## config.mk

```make
export PLATFORM = sky130hd
export DESIGN_NAME = arvt_cordic
export DESIGN_NICKNAME = d
export VERILOG_FILES = /design/src/rtl/axis_rotation_vertex_transform_macros.svh /design/src/rtl/arvt_pkg.sv /design/src/rtl/arvt_cordic.sv
export SDC_FILE = /design/constraint.sdc
export NUM_CORES = 1
export LEC_CHECK = 0
export BUFFER_PORTS_ARGS = -buffer_cell sky130_fd_sc_hd__clkbuf_2
export CAP_MARGIN = 20
export CORE_ASPECT_RATIO = 2
export CORE_MARGIN = 5
export CORE_UTILIZATION = 35
export DETAILED_ROUTE_END_ITERATION = 8
export GPL_ROUTABILITY_DRIVEN = 0
export HOLD_SLACK_MARGIN = 0.03
export SETUP_SLACK_MARGIN = 0.02
export SKIP_CTS_REPAIR_TIMING = 1
export SYNTH_ARGS = -nofsm -noshare
export SYNTH_HDL_FRONTEND = slang
export SYNTH_SLANG_ARGS = --single-unit
```

## constraint.sdc

```tcl
create_clock -name i_clk -period 9.9 [get_ports i_clk]
set_input_delay 0.495 -clock i_clk [delete_from_list [all_inputs] [get_ports i_clk]]
set_output_delay 0.495 -clock i_clk [all_outputs]
set_load 0.02 [all_outputs]
```

## src/rtl/axis_rotation_vertex_transform_macros.svh

```systemverilog
// Assertion macros for the principal-axis vertex rotation block.
// No dependencies; included by files that carry concurrent checks.
// Each macro expects i_clk and i_rst_n in scope.
`ifndef AXIS_ROTATION_VERTEX_TRANSFORM_MACROS_SVH
`define AXIS_ROTATION_VERTEX_TRANSFORM_MACROS_SVH

// Same-cycle implication, disabled while reset is held
`define ARVT_ASSERT_SAME(label, ante, cons, msg) \
    label: assert property (@(posedge i_clk) disable iff (!i_rst_n) (ante) |-> (cons)) \
        else $error(msg);

// Next-cycle implication, disabled while reset is held
`define ARVT_ASSERT_NEXT(label, ante, cons, msg) \
    label: assert property (@(posedge i_clk) disable iff (!i_rst_n) (ante) |=> (cons)) \
        else $error(msg);

`endif

```

## src/rtl/arvt_pkg.sv

```systemverilog
// Shared types, constants and the CORDIC arctangent table for the
// principal-axis vertex rotation block. No dependencies.
`default_nettype none

package arvt_pkg;

    // Default widths
    localparam int COORD_WIDTH_DEF        = 32;
    localparam int TRIG_FRACTION_BITS_DEF = 15;

    // Configuration port
    localparam int CFG_INDEX_WIDTH = 2;
    localparam int CFG_DATA_WIDTH  = 17;
    localparam int AXIS_WIDTH      = 2;
    localparam int ANGLE_WIDTH     = 17;

    // Register indexes
    localparam logic [CFG_INDEX_WIDTH-1:0] REG_ROTATION_AXIS = 2'd0;
    localparam logic [CFG_INDEX_WIDTH-1:0] REG_ANGLE_UNITS   = 2'd1;

    // Axis codes; the remaining code passes vertices through
    localparam logic [AXIS_WIDTH-1:0] AXIS_X = 2'd0;
    localparam logic [AXIS_WIDTH-1:0] AXIS_Y = 2'd1;
    localparam logic [AXIS_WIDTH-1:0] AXIS_Z = 2'd2;

    // Angle units: 1/128 degree
    localparam int TURN_UNITS         = 46080;
    localparam int HALF_TURN_UNITS    = 23040;
    localparam int QUARTER_TURN_UNITS = 11520;

    // CORDIC datapath
    localparam int CORDIC_STEPS    = 16;
    localparam int CORDIC_STEP_W   = $clog2(CORDIC_STEPS);
    localparam int CORDIC_FRAC     = 30;
    localparam int CORDIC_XY_WIDTH = 33;
    localparam int CORDIC_Z_WIDTH  = 24;
    localparam int ANGLE_Z_SHIFT   = 8;   // 1/128 deg -> 2^-15 deg

    localparam logic signed [CORDIC_XY_WIDTH-1:0] CORDIC_GAIN_Q30 = 33'sd652032874;

    typedef enum logic [1:0] {
        TRIG_IDLE,
        TRIG_ITER,
        TRIG_ROUND
    } t_trig_state;

    typedef struct packed {
        logic load;
        logic step;
        logic commit;
    } t_trig_ctrl;

    // atan(2^-i) in 2^-15 degree
    function automatic logic signed [CORDIC_Z_WIDTH-1:0] atan_deg_q15(
        input logic [CORDIC_STEP_W-1:0] idx
    );
        case (idx)
            4'd0:    return 24'sd1474560;
            4'd1:    return 24'sd870484;
            4'd2:    return 24'sd459940;
            4'd3:    return 24'sd233473;
            4'd4:    return 24'sd117189;
            4'd5:    return 24'sd58652;
            4'd6:    return 24'sd29333;
            4'd7:    return 24'sd14667;
            4'd8:    return 24'sd7334;
            4'd9:    return 24'sd3667;
            4'd10:   return 24'sd1833;
            4'd11:   return 24'sd917;
            4'd12:   return 24'sd458;
            4'd13:   return 24'sd229;
            4'd14:   return 24'sd115;
            4'd15:   return 24'sd57;
            default: return '0;
        endcase
    endfunction

endpackage

`default_nettype wire

```

## src/rtl/arvt_cordic.sv

```systemverilog
// Iterative CORDIC that turns the configured angle into cached cosine
// and sine values. Depends on arvt_pkg.
`default_nettype none

module arvt_cordic
    import arvt_pkg::*;
#(
    parameter int TRIG_FRACTION_BITS = TRIG_FRACTION_BITS_DEF
) (
    input  wire                                  i_clk,
    input  wire                                  i_rst_n,
    input  wire                                  i_start,
    input  wire  logic signed [ANGLE_WIDTH-1:0]  i_angle,
    output logic signed [TRIG_FRACTION_BITS+1:0] o_cos,
    output logic signed [TRIG_FRACTION_BITS+1:0] o_sin,
    output logic                                 o_busy
);

    localparam int TW    = TRIG_FRACTION_BITS + 2;
    localparam int AEW   = ANGLE_WIDTH + 1;
    localparam int XYW   = CORDIC_XY_WIDTH;
    localparam int ZW    = CORDIC_Z_WIDTH;
    localparam int SHIFT = CORDIC_FRAC - TRIG_FRACTION_BITS;

    localparam logic signed [XYW-1:0] RND_HALF = XYW'(1) << (SHIFT - 1);
    localparam logic signed [XYW-1:0] XY_ONE   = XYW'(1) << TRIG_FRACTION_BITS;

    t_trig_state r_state, n_state;
    t_trig_ctrl  ctrl;

    logic signed [XYW-1:0]     r_x, r_y;
    logic signed [ZW-1:0]      r_z;
    logic [CORDIC_STEP_W-1:0]  r_cnt;
    logic                      r_neg;
    logic signed [TW-1:0]      r_cos, r_sin;

    // Angle reduction into [-90, 90] degrees
    logic signed [AEW-1:0] a_ext, a_mod, a_half, a_quart;
    logic                  a_neg;

    always_comb begin
        a_ext = AEW'(i_angle);
        if (a_ext < -TURN_UNITS) begin
            a_mod = a_ext + AEW'(2 * TURN_UNITS);
        end else if (a_ext < 0) begin
            a_mod = a_ext + AEW'(TURN_UNITS);
        end else if (a_ext >= TURN_UNITS) begin
            a_mod = a_ext - AEW'(TURN_UNITS);
        end else begin
            a_mod = a_ext;
        end
        if (a_mod >= HALF_TURN_UNITS) begin
            a_half = a_mod - AEW'(TURN_UNITS);
        end else begin
            a_half = a_mod;
        end
        a_neg = 1'b0;
        if (a_half > QUARTER_TURN_UNITS) begin
            a_quart = a_half - AEW'(HALF_TURN_UNITS);
            a_neg   = 1'b1;
        end else if (a_half < -QUARTER_TURN_UNITS) begin
            a_quart = a_half + AEW'(HALF_TURN_UNITS);
            a_neg   = 1'b1;
        end else begin
            a_quart = a_half;
        end
    end

    // One micro-rotation per cycle
    logic signed [XYW-1:0] dx, dy;
    logic signed [ZW-1:0]  step_atan;

    always_comb begin
        dx        = r_y >>> r_cnt;
        dy        = r_x >>> r_cnt;
        step_atan = atan_deg_q15(r_cnt);
    end

    // Final rounding, sign fix and clamp to +-1.0
    logic signed [XYW-1:0] cos_rnd, sin_rnd, cos_fix, sin_fix, cos_clip, sin_clip;

    always_comb begin
        cos_rnd  = (r_x + RND_HALF) >>> SHIFT;
        sin_rnd  = (r_y + RND_HALF) >>> SHIFT;
        cos_fix  = r_neg ? -cos_rnd : cos_rnd;
        sin_fix  = r_neg ? -sin_rnd : sin_rnd;
        cos_clip = (cos_fix > XY_ONE) ? XY_ONE : ((cos_fix < -XY_ONE) ? -XY_ONE : cos_fix);
        sin_clip = (sin_fix > XY_ONE) ? XY_ONE : ((sin_fix < -XY_ONE) ? -XY_ONE : sin_fix);
    end

    // Next state
    always_comb begin
        n_state = r_state;
        case (r_state)
            TRIG_IDLE:  if (i_start) n_state = TRIG_ITER;
            TRIG_ITER: begin
                if (!i_start && r_cnt == CORDIC_STEP_W'(CORDIC_STEPS - 1)) begin
                    n_state = TRIG_ROUND;
                end
            end
            TRIG_ROUND: n_state = i_start ? TRIG_ITER : TRIG_IDLE;
            default:    n_state = TRIG_IDLE;
        endcase
    end

    // Datapath controls; a new start always wins
    always_comb begin
        ctrl.load   = i_start;
        ctrl.step   = (r_state == TRIG_ITER)  && !i_start;
        ctrl.commit = (r_state == TRIG_ROUND) && !i_start;
    end

    always_ff @(posedge i_clk) begin
        if (!i_rst_n) begin
            r_state <= TRIG_IDLE;
            r_cos   <= TW'(1) << TRIG_FRACTION_BITS;
            r_sin   <= '0;
        end else begin
            r_state <= n_state;
            if (ctrl.commit) begin
                r_cos <= cos_clip[TW-1:0];
                r_sin <= sin_clip[TW-1:0];
            end
        end
    end

    // Iteration registers
    always_ff @(posedge i_clk) begin
        if (ctrl.load) begin
            r_x   <= CORDIC_GAIN_Q30;
            r_y   <= '0;
            r_z   <= ZW'(a_quart) <<< ANGLE_Z_SHIFT;
            r_neg <= a_neg;
            r_cnt <= '0;
        end else if (ctrl.step) begin
            if (!r_z[ZW-1]) begin
                r_x <= r_x - dx;
                r_y <= r_y + dy;
                r_z <= r_z - step_atan;
            end else begin
                r_x <= r_x + dx;
                r_y <= r_y - dy;
                r_z <= r_z + step_atan;
            end
            r_cnt <= r_cnt + 1'b1;
        end
    end

    assign o_cos  = r_cos;
    assign o_sin  = r_sin;
    assign o_busy = (r_state != TRIG_IDLE);

endmodule

`default_nettype wire

```

Yosys cells after proc, flatten, opt, wreduce, memory -nomap -nowiden:

Memory sizes are Yosys's and may differ from the RTL's. A register that Yosys moved wholly into a read port is not among the register bits.
Index checks and enable logic that the tools add are counted.

* add/subtract/negate cells: 17
* order comparisons: 10
* eq/ne operators: 5
* shift-type cells: 2
* mux-type cells: 24
* reduce and logical (&&, ||, !) cells: 8

Operators by type and width (count)
* $mux 33: 4
* $mux 18: 4
* $mux 24: 3
* $mux 17: 4
* $add 33x16->33 const B: 2
* $add 33x33->33: 2
* $gt 33x17->1 const B: 2
* $lt 33x16->1 const B: 2
* $neg 18->33: 2
* $sshr 33x4->33: 2
* $sub 33x33->33: 2
* $mux 16: 2
* $add 24x24->24: 1
* $sub 24x24->24: 1
* $add 17x17->18 const B: 1
* $add 17x18->18 const B: 1
* $ge 18x16->1 const B: 1
* $gt 18x15->1 const B: 1
* $lt 18x15->1 const B: 1
* $sub 17x17->18 const B: 1
* $sub 18x17->18 const B: 1
* $ge 17x17->1 const B: 1
* $lt 17x1->1 const B: 1
* $lt 17x17->1 const B: 1
* 16 further kinds: 23

* flip-flop bits (word level): 131
* memory bits (read-only): 336
* memories: 1

Memory list
* (name not given): depth 16, bits a word 21, read ports 1, clocked after Yosys merged registers in 1, write ports 0, line arvt_pkg.sv:57 `case (idx)`

Longest topological paths before layout:

Gate-level depths: netlist of run 1.

* word-level depth: 10
* gate-level depth with buffers: 29
* mapped depth without buffers: 24

Worst setup path before layout of run 1:

OpenSTA, ideal clock, no wires.

* path kind: register to register
* from: reg r_cnt[1]
* to: reg r_x[32]
* arrival time: 5473 ps
* data required time: 9830 ps
* path slack: 4357 ps
* cell stages (with the launch flop): 30
* buffers on the path: 5
* clock period less this slack: 5543 ps
* cells stage by stage: dfxtp_1 -> buf_2 -> buf_2 -> buf_2 -> buf_1 -> clkbuf_1 -> mux4_2 -> nand2_1 -> nand3_1 -> o21ai_0 -> ha_1 -> and3_2 -> and3_4 -> inv_1 -> nor2_1 -> a21oi_1 -> xnor2_1 -> ha_1 -> and4_1 -> a31o_2 -> a21oi_1 -> o21a_1 -> o21ai_0 -> a31oi_1 -> o221ai_1 -> a21o_1 -> a21oi_1 -> xnor2_1 -> or3_1 -> a21oi_1

* word-level cells in the longest chain between the ends: 3
* elaborated cells between the ends (all ways): 4
* classes of those cells: add/sub: 2; shift: 1; mux: 1

Ends and longest elaborated chain
* start: declaration: line arvt_cordic.sv:33 `logic [CORDIC_STEP_W-1:0] r_cnt;`
* start signal: assignment: line arvt_cordic.sv:145 `r_cnt <= r_cnt + 1'b1;`
* $sshr 33x4->33 (*): line arvt_cordic.sv:74 `dx = r_y >>> r_cnt;`
* $sub 33x33->33 or $add 33x33->33 (tied branches): line arvt_cordic.sv:137, arvt_cordic.sv:141
* $mux 33 (*): line arvt_cordic.sv:136 `if (!r_z[ZW-1]) begin`
* end signal: assignment: line arvt_cordic.sv:137 `r_x <= r_x - dx;`
* end signal: assignment: line arvt_cordic.sv:141 `r_x <= r_x + dx;`
* end: declaration: line arvt_cordic.sv:31 `logic signed [XYW-1:0] r_x, r_y;`

Every way passes the cells marked *; elsewhere a longest branch is shown, timed or not.
A chain may end at the register's enable or synchronous reset.

Worst setup path in the final report of run 1:

* from: reg r_cnt[0]
* to: reg r_y[32]

* word-level cells in the longest chain between the ends: 3
* elaborated cells between the ends (all ways): 4
* classes of those cells: add/sub: 2; shift: 1; mux: 1

Ends and longest elaborated chain
* $sshr 33x4->33 (*): line arvt_cordic.sv:75 `dy = r_x >>> r_cnt;`
* $add 33x33->33 or $sub 33x33->33 (tied branches): line arvt_cordic.sv:138, arvt_cordic.sv:142
* $mux 33 (*): line arvt_cordic.sv:136
* end signal: assignment: line arvt_cordic.sv:138 `r_y <= r_y + dy;`
* end signal: assignment: line arvt_cordic.sv:142 `r_y <= r_y - dy;`
* end: declaration: line arvt_cordic.sv:31

Marked as above.

==> impl_metrics.prom, run 1 <==
# TYPE chip_impl_metric gauge
chip_impl_info{name="run_status",value="finished clean"} 1
chip_impl_metric{name="horizontal_die_dimension",unit="µm"} 169
chip_impl_metric{name="design_power_total",unit="mW"} 6.65
chip_impl_metric{name="place.port_buffers",unit=""} 54
chip_impl_info{name="synth_ff_type",value="sky130_fd_sc_hd__dfxtp_1"} 1
chip_impl_metric{name="ys_seq_area_frac",unit=""} 0.181
chip_impl_metric{name="highest_net_fanout_along_the_worst_path",unit=""} 41
chip_impl_metric{name="grt_start_max_net_pins",unit=""} 87
chip_impl_metric{name="tritoncts.num_buffers",unit=""} 17
chip_impl_metric{name="vias_in_the_first_global_route",unit=""} 16869
chip_impl_metric{name="cellPowerDensity",unit="nW/µm²"} 349
chip_impl_metric{name="clock_path_buffers",unit=""} 2
chip_impl_metric{name="fill_cells",unit=""} 5210
chip_impl_info{name="path_class",value="reg2reg"} 1
chip_impl_metric{name="proportion_of_netlist_area_held_by_the_largest_area_contributor",unit=""} 0.152
chip_impl_metric{name="placeableCoreArea",unit="µm²"} 50700
chip_impl_metric{name="worst_pin_slew",unit="ps"} 1070
chip_impl_info{name="synthMostInstantiatedCell",value="sky130_fd_sc_hd__nand2_1"} 1
chip_impl_metric{name="finalHoldViolations",unit=""} 0
chip_impl_metric{name="power.ir.vdd_worst",unit="mV"} 0.147
chip_impl_metric{name="drv_cap",unit=""} 0
chip_impl_metric{name="clock-sinks",unit=""} 152
chip_impl_metric{name="area_growth",unit="%"} 6.96
chip_impl_info{name="cts_tree",value="built"} 1
chip_impl_metric{name="timing.final.crit_period",unit="ps"} 6620
chip_impl_metric{name="die_area",unit="µm²"} 55700
chip_impl_metric{name="top_level_ports",unit=""} 55
chip_impl_metric{name="timing.clock.skew",unit="ps"} 16.9
chip_impl_metric{name="route.detailed.vias_per_inst",unit=""} 6.02
chip_impl_metric{name="total_wirelength",unit="µm"} 56100
chip_impl_info{name="post_synth_most_frequent_cells",value="sky130_fd_sc_hd__nand2_1, sky130_fd_sc_hd__a21oi_1, sky130_fd_sc_hd__nor2_1"} 1
chip_impl_metric{name="setup-tns-final",unit="ps"} 0
chip_impl_metric{name="syn-cell-area",unit="µm²"} 17800
chip_impl_metric{name="slew_headroom",unit=""} 0.279
chip_impl_metric{name="clk_latency",unit="ps"} 470
chip_impl_metric{name="initial_core_util",unit=""} 0.351
chip_impl_info{name="netlist.top_cell.by_area",value="sky130_fd_sc_hd__dfxtp_1"} 1
chip_impl_metric{name="synth_cell_type_count",unit=""} 103
chip_impl_metric{name="clkSlewWorstSetupHoldPaths",unit="ps"} 80
chip_impl_metric{name="dp.final_hpwl",unit="µm"} 42300
chip_impl_metric{name="worstPathRequired",unit="ps"} 10290
chip_impl_metric{name="synth_warnings",unit=""} 0
chip_impl_metric{name="final-setup-viol-count",unit=""} 0
chip_impl_info{name="cts.root.buffer_cell",value="sky130_fd_sc_hd__clkbuf_16"} 1
chip_impl_metric{name="grtUsageTotal",unit=""} 0.199
chip_impl_info{name="synthTopCellsByArea",value="sky130_fd_sc_hd__dfxtp_1, sky130_fd_sc_hd__mux4_2, sky130_fd_sc_hd__ha_1"} 1
chip_impl_metric{name="finalCritPeriodShare",unit=""} 0.669
chip_impl_metric{name="wl_per_cell",unit="µm"} 19.7
chip_impl_metric{name="drt.antenna.violating_nets",unit=""} 0
chip_impl_metric{name="final_net_count",unit=""} 2311
chip_impl_metric{name="drt-pass1-iter-count",unit=""} 5
chip_impl_info{name="nature_of_the_critical_path_startpoint",value="flip-flop"} 1
chip_impl_info{name="worst_hold_path_type",value="in2reg"} 1
chip_impl_metric{name="syn_nets",unit=""} 2353
chip_impl_metric{name="die_y",unit="µm"} 329
chip_impl_metric{name="placement.setup.worst_slack",unit="ps"} 3430
chip_impl_metric{name="synth_enable_flop_cells",unit=""} 17
chip_impl_info{name="setup.worst_path.end_class",value="flip-flop"} 1
chip_impl_metric{name="synth_seq_cells",unit=""} 152
chip_impl_metric{name="leakage",unit="nW"} 7.54
chip_impl_metric{name="postSynth.asyncResetShare",unit=""} 0
chip_impl_metric{name="final_report_max_slew_violation_count",unit=""} 0
chip_impl_metric{name="placed_cells",unit=""} 2810
chip_impl_metric{name="globalRoute.totalOverflow",unit=""} 0
chip_impl_metric{name="drt_first_iter_violations",unit=""} 1219
chip_impl_metric{name="route.detailed.drc",unit=""} 0
chip_impl_metric{name="finish.cell_count_without_fillers",unit=""} 2842
chip_impl_metric{name="global_route_wire_length_before_repair",unit="µm"} 89300
chip_impl_metric{name="layout-drive-gt1-share",unit=""} 0.117
chip_impl_metric{name="syn-instance-count",unit=""} 2217
chip_impl_metric{name="syn-mean-instance-area",unit="µm²"} 8.03
chip_impl_metric{name="num_antenna_cells",unit=""} 0
chip_impl_metric{name="fin_ws",unit="ps"} 3280
chip_impl_metric{name="cp_data_arrival_time",unit="ps"} 7010
chip_impl_metric{name="rows",unit=""} 117
chip_impl_metric{name="grt_antenna_before_repair",unit=""} 0
chip_impl_info{name="setup_repair_after_global_routing_missed_its_margin",value="no"} 1
chip_impl_metric{name="cts-htree-levels",unit=""} 4
chip_impl_metric{name="top_achievable_clock_speed",unit="GHz"} 0.151
chip_impl_metric{name="route.vias.total",unit=""} 17110
[placed cells by master (no fill, tap or decap), types with 26 or more instances in the layout]
cell type                  count
sky130_fd_sc_hd__nand2_1     260
sky130_fd_sc_hd__a21oi_1     194
sky130_fd_sc_hd__nor2_1      142
sky130_fd_sc_hd__dfxtp_1     131
sky130_fd_sc_hd__o21ai_0     126
sky130_fd_sc_hd__xnor2_1     123
sky130_fd_sc_hd__ha_1        113
sky130_fd_sc_hd__xor2_1       91
sky130_fd_sc_hd__mux4_2       66
sky130_fd_sc_hd__inv_1        62
sky130_fd_sc_hd__nand3_1      56
sky130_fd_sc_hd__clkbuf_2     53
sky130_fd_sc_hd__nor3_1       49
sky130_fd_sc_hd__a21o_1       46
sky130_fd_sc_hd__mux2i_1      37
sky130_fd_sc_hd__a31oi_1      33
sky130_fd_sc_hd__o211ai_1     30
sky130_fd_sc_hd__a211oi_1     29
sky130_fd_sc_hd__nand2b_1     28
sky130_fd_sc_hd__and3_1       28
sky130_fd_sc_hd__a22o_1       28
sky130_fd_sc_hd__nor4_1       27
sky130_fd_sc_hd__mux2_2       26
sky130_fd_sc_hd__nand4_1      26
sky130_fd_sc_hd__or3_1        26
[worst paths after layout]
path                            slack [ps]              startpoint  cells past startpoint                     end
worst max-delay path                  3280   r_cnt[0]$_SDFFE_PP0P_                     22    r_y[32]$_SDFFE_PP0P_
worst min-delay path                   260                 i_rst_n                      2  o_cos[15]$_SDFFE_PN1P_
worst max register to register        3280   r_cnt[0]$_SDFFE_PP0P_                     22    r_y[32]$_SDFFE_PP0P_
worst min register to register         450  o_cos[14]$_SDFFE_PN0P_                      2  o_cos[14]$_SDFFE_PN0P_
[per-layer routing]
metal  vias up  routed length, µm  global-route usage
met5         -                  0                   0
met4         0               4330               0.147
met3       201               2540              0.0249
met2       587              30300               0.379
met1      8169              18900               0.191
li1       8153                  -                   -
[kinds of logic (layout without fill, tap and decap cells)]
logic type,after synthesis,count (layout),share of synthesized area
buffers and inverters,194,165,0.0451
flip-flops,152,152,0.181
XOR/XNOR,216,216,0.107
adder cells (fa/ha/maj),116,116,0.0828
AND/OR/NAND/NOR,759,759,0.212
AO/OA/AOI/OAI,639,639,0.235
multiplexers,141,141,0.138
[metrics by stage]
stage,hold slack [ps],area (µm²),utilization
after CTS,246,19000,0.376
after global placement,436,18500,0.364
after detailed placement,447,18500,0.364
after global routing,263,19000,0.376
final,265,19000,0.376
after floorplan,436,17800,-
[power breakdown]
part	internal, mW	switching [mW]	leakage, nW	total, mW
clock network	0.372	0.304	0.268	0.676
registers	0.762	0.362	1.28	1.12
logic	2.10	2.75	5.99	4.85
total	3.23	3.42	7.54	6.65
[layout make-up]
type / instances / area, µm² / share of cell area
inverter: 65 / 244 / 0.0128
tap: 654 / 818 / 0.0430
sequential: 152 / 3220 / 0.169
clock buffer: 18 / 429 / 0.0225
clock inverter: 14 / 150 / 0.00789
timing repair buffer: 68 / 378 / 0.0199
multi-input combinational: 1871 / 13800 / 0.725
[worst max-delay path, stage by stage, from the launching register on]
cell	delay (ps)
sky130_fd_sc_hd__dfxtp_4	670
sky130_fd_sc_hd__buf_4	630
sky130_fd_sc_hd__mux4_1	690
sky130_fd_sc_hd__mux4_1	700
sky130_fd_sc_hd__nor3_2	280
sky130_fd_sc_hd__and3_2	250
sky130_fd_sc_hd__nand2_1	80
sky130_fd_sc_hd__nor3_1	220
sky130_fd_sc_hd__and2_1	210
sky130_fd_sc_hd__a21oi_1	90
sky130_fd_sc_hd__xor2_1	190
sky130_fd_sc_hd__ha_1	370
sky130_fd_sc_hd__nand2_1	110
sky130_fd_sc_hd__nor2_1	160
sky130_fd_sc_hd__nand3_1	140
sky130_fd_sc_hd__nor2_1	130
sky130_fd_sc_hd__nand4_1	160
sky130_fd_sc_hd__a21oi_1	400
sky130_fd_sc_hd__o211ai_1	240
sky130_fd_sc_hd__a31oi_1	240
sky130_fd_sc_hd__xnor2_1	110
sky130_fd_sc_hd__or3_1	310
sky130_fd_sc_hd__a21oi_1	140
[flip-flops by register name, indices dropped and copies added, names as in the netlist]
register   count
r_x           33
r_y           33
r_z           24
step_atan     21
o_cos         17
o_sin         17
r_cnt          4
r_state        2
r_neg          1
Power figures use the tool's default switching activity.
==> run 2, diff against run 1 <==
Clock period 9.9 ns to 6.4 ns, I/O delays scaled along.
==> run 2 against run 1 <==
Compared with the run above: design area grew 1.0%; non-clock buffer count grew 24; combinational power grew 57%; final cell count grew 0.84%; register-to-register slack lost 2800 ps; sequential cell count is the same; critical path depth is the same; worst setup slack lost 2800 ps; count of clock-buffer cells in the layout shrank 1; utilization grew 0.39 points; via count grew 1.4%; first-iteration DRC count shrank 7.8%; largest cell class unchanged.
==> impl_metrics.prom, run 2 (synthesis results as in run 1) <==
# TYPE chip_impl_metric gauge
chip_impl_metric{name="rows",unit=""} 117
chip_impl_metric{name="wl_per_cell",unit="µm"} 20.1
chip_impl_metric{name="grtUsageTotal",unit=""} 0.203
chip_impl_info{name="cts.root.buffer_cell",value="sky130_fd_sc_hd__clkbuf_16"} 1
chip_impl_metric{name="grt_start_max_net_pins",unit=""} 87
chip_impl_metric{name="drt_first_iter_violations",unit=""} 1124
chip_impl_metric{name="final_util",unit=""} 0.380
chip_impl_metric{name="route.vias.total",unit=""} 17348
chip_impl_metric{name="design_power_total",unit="mW"} 10.3
chip_impl_metric{name="placement.setup.worst_slack",unit="ps"} 425
chip_impl_metric{name="drv_cap",unit=""} 0
chip_impl_metric{name="cts-htree-levels",unit=""} 4
chip_impl_metric{name="route.detailed.vias_per_inst",unit=""} 6.05
chip_impl_metric{name="setup-tns-final",unit="ps"} 0
chip_impl_info{name="cts_tree",value="built"} 1
chip_impl_metric{name="drt.antenna.violating_nets",unit=""} 0
chip_impl_info{name="setup_repair_after_global_routing_missed_its_margin",value="no"} 1
chip_impl_info{name="run_status",value="finished clean"} 1
chip_impl_metric{name="worst_pin_slew",unit="ps"} 1020
chip_impl_metric{name="final-setup-viol-count",unit=""} 0
chip_impl_metric{name="dp.final_hpwl",unit="µm"} 44400
chip_impl_metric{name="die_area",unit="µm²"} 55700
chip_impl_metric{name="placed_cells",unit=""} 2833
chip_impl_metric{name="clock-sinks",unit=""} 152
chip_impl_metric{name="highest_net_fanout_along_the_worst_path",unit=""} 51
chip_impl_metric{name="top_achievable_clock_speed",unit="GHz"} 0.168
chip_impl_metric{name="power.ir.vdd_worst",unit="mV"} 0.223
chip_impl_metric{name="route.detailed.drc",unit=""} 0
chip_impl_info{name="nature_of_the_critical_path_startpoint",value="flip-flop"} 1
chip_impl_metric{name="finalHoldViolations",unit=""} 0
chip_impl_metric{name="detailed_place.area",unit="µm²"} 18600
chip_impl_metric{name="place.port_buffers",unit=""} 54
chip_impl_metric{name="cp_data_arrival_time",unit="ps"} 6340
chip_impl_info{name="layout_common_cells",value="sky130_fd_sc_hd__nand2_1, sky130_fd_sc_hd__a21oi_1, sky130_fd_sc_hd__nor2_1"} 1
chip_impl_metric{name="fin_worst_hold_slack",unit="ps"} 84.9
chip_impl_metric{name="finish.instance_area",unit="µm²"} 19200
chip_impl_metric{name="clk_latency",unit="ps"} 460
chip_impl_metric{name="cellPowerDensity",unit="nW/µm²"} 535
chip_impl_metric{name="horizontal_die_dimension",unit="µm"} 169
chip_impl_info{name="path_class",value="reg2reg"} 1
chip_impl_metric{name="grt_antenna_before_repair",unit=""} 0
chip_impl_metric{name="leakage",unit="nW"} 7.68
chip_impl_metric{name="initial_core_util",unit=""} 0.351
chip_impl_metric{name="clock_path_buffers",unit=""} 2
chip_impl_metric{name="vias_in_the_first_global_route",unit=""} 17346
chip_impl_metric{name="final_net_count",unit=""} 2335
chip_impl_metric{name="timing.final.crit_period",unit="ps"} 5950
chip_impl_metric{name="finish.cell_count_without_fillers",unit=""} 2866
chip_impl_info{name="commonest_non_fill_non_tap_cell_in_the_layout",value="sky130_fd_sc_hd__nand2_1"} 1
chip_impl_metric{name="num_antenna_cells",unit=""} 0
chip_impl_metric{name="die_y",unit="µm"} 329
chip_impl_metric{name="tritoncts.num_buffers",unit=""} 17
chip_impl_info{name="worst_hold_path_type",value="in2reg"} 1
chip_impl_metric{name="top_level_ports",unit=""} 55
chip_impl_metric{name="timing.clock.skew",unit="ps"} 13.1
chip_impl_metric{name="globalRoute.totalOverflow",unit=""} 0
chip_impl_metric{name="final_report_max_slew_violation_count",unit=""} 0
chip_impl_info{name="regs_by_ff_count",value="r_x: 33 flops, r_y: 33 flops, r_z: 24 flops"} 1
chip_impl_metric{name="drt-pass1-iter-count",unit=""} 6
chip_impl_metric{name="worstPathRequired",unit="ps"} 6790
chip_impl_metric{name="fin_ws",unit="ps"} 446
chip_impl_metric{name="finalCritPeriodShare",unit=""} 0.930
chip_impl_metric{name="layout-drive-gt1-share",unit=""} 0.127
chip_impl_metric{name="slew_headroom",unit=""} 0.318
chip_impl_metric{name="total_wirelength",unit="µm"} 57600
chip_impl_metric{name="global_route_wire_length_before_repair",unit="µm"} 90500
chip_impl_metric{name="placeableCoreArea",unit="µm²"} 50700
chip_impl_metric{name="clkSlewWorstSetupHoldPaths",unit="ps"} 60
chip_impl_info{name="setup.worst_path.end_class",value="flip-flop"} 1
chip_impl_metric{name="area_growth",unit="%"} 8.06
## run 2: changes by cell type in the layout (fill, tap and decap cells not counted), moves of 2 or more
cell	before	now
sky130_fd_sc_hd__buf_4	15	36
sky130_fd_sc_hd__clkinvlp_4	4	1
sky130_fd_sc_hd__inv_6	2	6
sky130_fd_sc_hd__buf_6	0	2
## run 2: power breakdown
group | total (mW) | switching, mW | internal (mW)
Clock | 1.02 | 0.476 | 0.543
Combinational | 7.62 | 4.33 | 3.29
Sequential | 1.65 | 0.469 | 1.18
## run 2: layout make-up
cell class | count | area (µm²)
Fill cell | 5247 | 31400
Multi-Input combinational cell | 1871 | 13800
Sequential cell | 152 | 3220
Tap cell | 654 | 818
Timing Repair Buffer | 92 | 586
Clock buffer | 17 | 425
Inverter | 65 | 244
Clock inverter | 15 | 143
## run 2: worst max-delay path, stage by stage, from the launching register on
cell and delay [ps]:
sky130_fd_sc_hd__dfxtp_2 660, sky130_fd_sc_hd__buf_6 430, sky130_fd_sc_hd__mux4_1 420, sky130_fd_sc_hd__mux4_1 690, sky130_fd_sc_hd__nor3_2 280, sky130_fd_sc_hd__and3_2 250
sky130_fd_sc_hd__nand2_1 70, sky130_fd_sc_hd__nor3_1 240, sky130_fd_sc_hd__and2_1 210, sky130_fd_sc_hd__a21oi_1 90, sky130_fd_sc_hd__xor2_1 180, sky130_fd_sc_hd__ha_1 360
sky130_fd_sc_hd__nand2_1 100, sky130_fd_sc_hd__nor2_1 130, sky130_fd_sc_hd__nand3_1 130, sky130_fd_sc_hd__nor2_1 130, sky130_fd_sc_hd__nand4_1 130, sky130_fd_sc_hd__a21oi_1 390
sky130_fd_sc_hd__o211ai_1 230, sky130_fd_sc_hd__a31oi_1 210, sky130_fd_sc_hd__xnor2_1 100, sky130_fd_sc_hd__or3_1 310, sky130_fd_sc_hd__a21oi_1 140
## run 2: final timing paths
check	startpoint	end	slack [ps]	cells after the start
worst max-delay path	r_cnt[1]$_SDFFE_PP0P_	r_y[32]$_SDFFE_PP0P_	450	22
worst min-delay path	i_rst_n	o_cos[15]$_SDFFE_PN1P_	80	2
worst max register to register	r_cnt[1]$_SDFFE_PP0P_	r_y[32]$_SDFFE_PP0P_	450	22
worst min register to register	o_cos[11]$_SDFFE_PN0P_	o_cos[11]$_SDFFE_PN0P_	450	2
## run 2: per-layer routing
layer  up-vias  routed length, µm  share of wire  track usage
li1       8224                  -              -            -
met1      8282              18900           0.33        0.183
met2       610              31000           0.54        0.391
met3       232               2420          0.042       0.0267
met4         0               5250          0.091        0.164
met5         -                  0              0            0
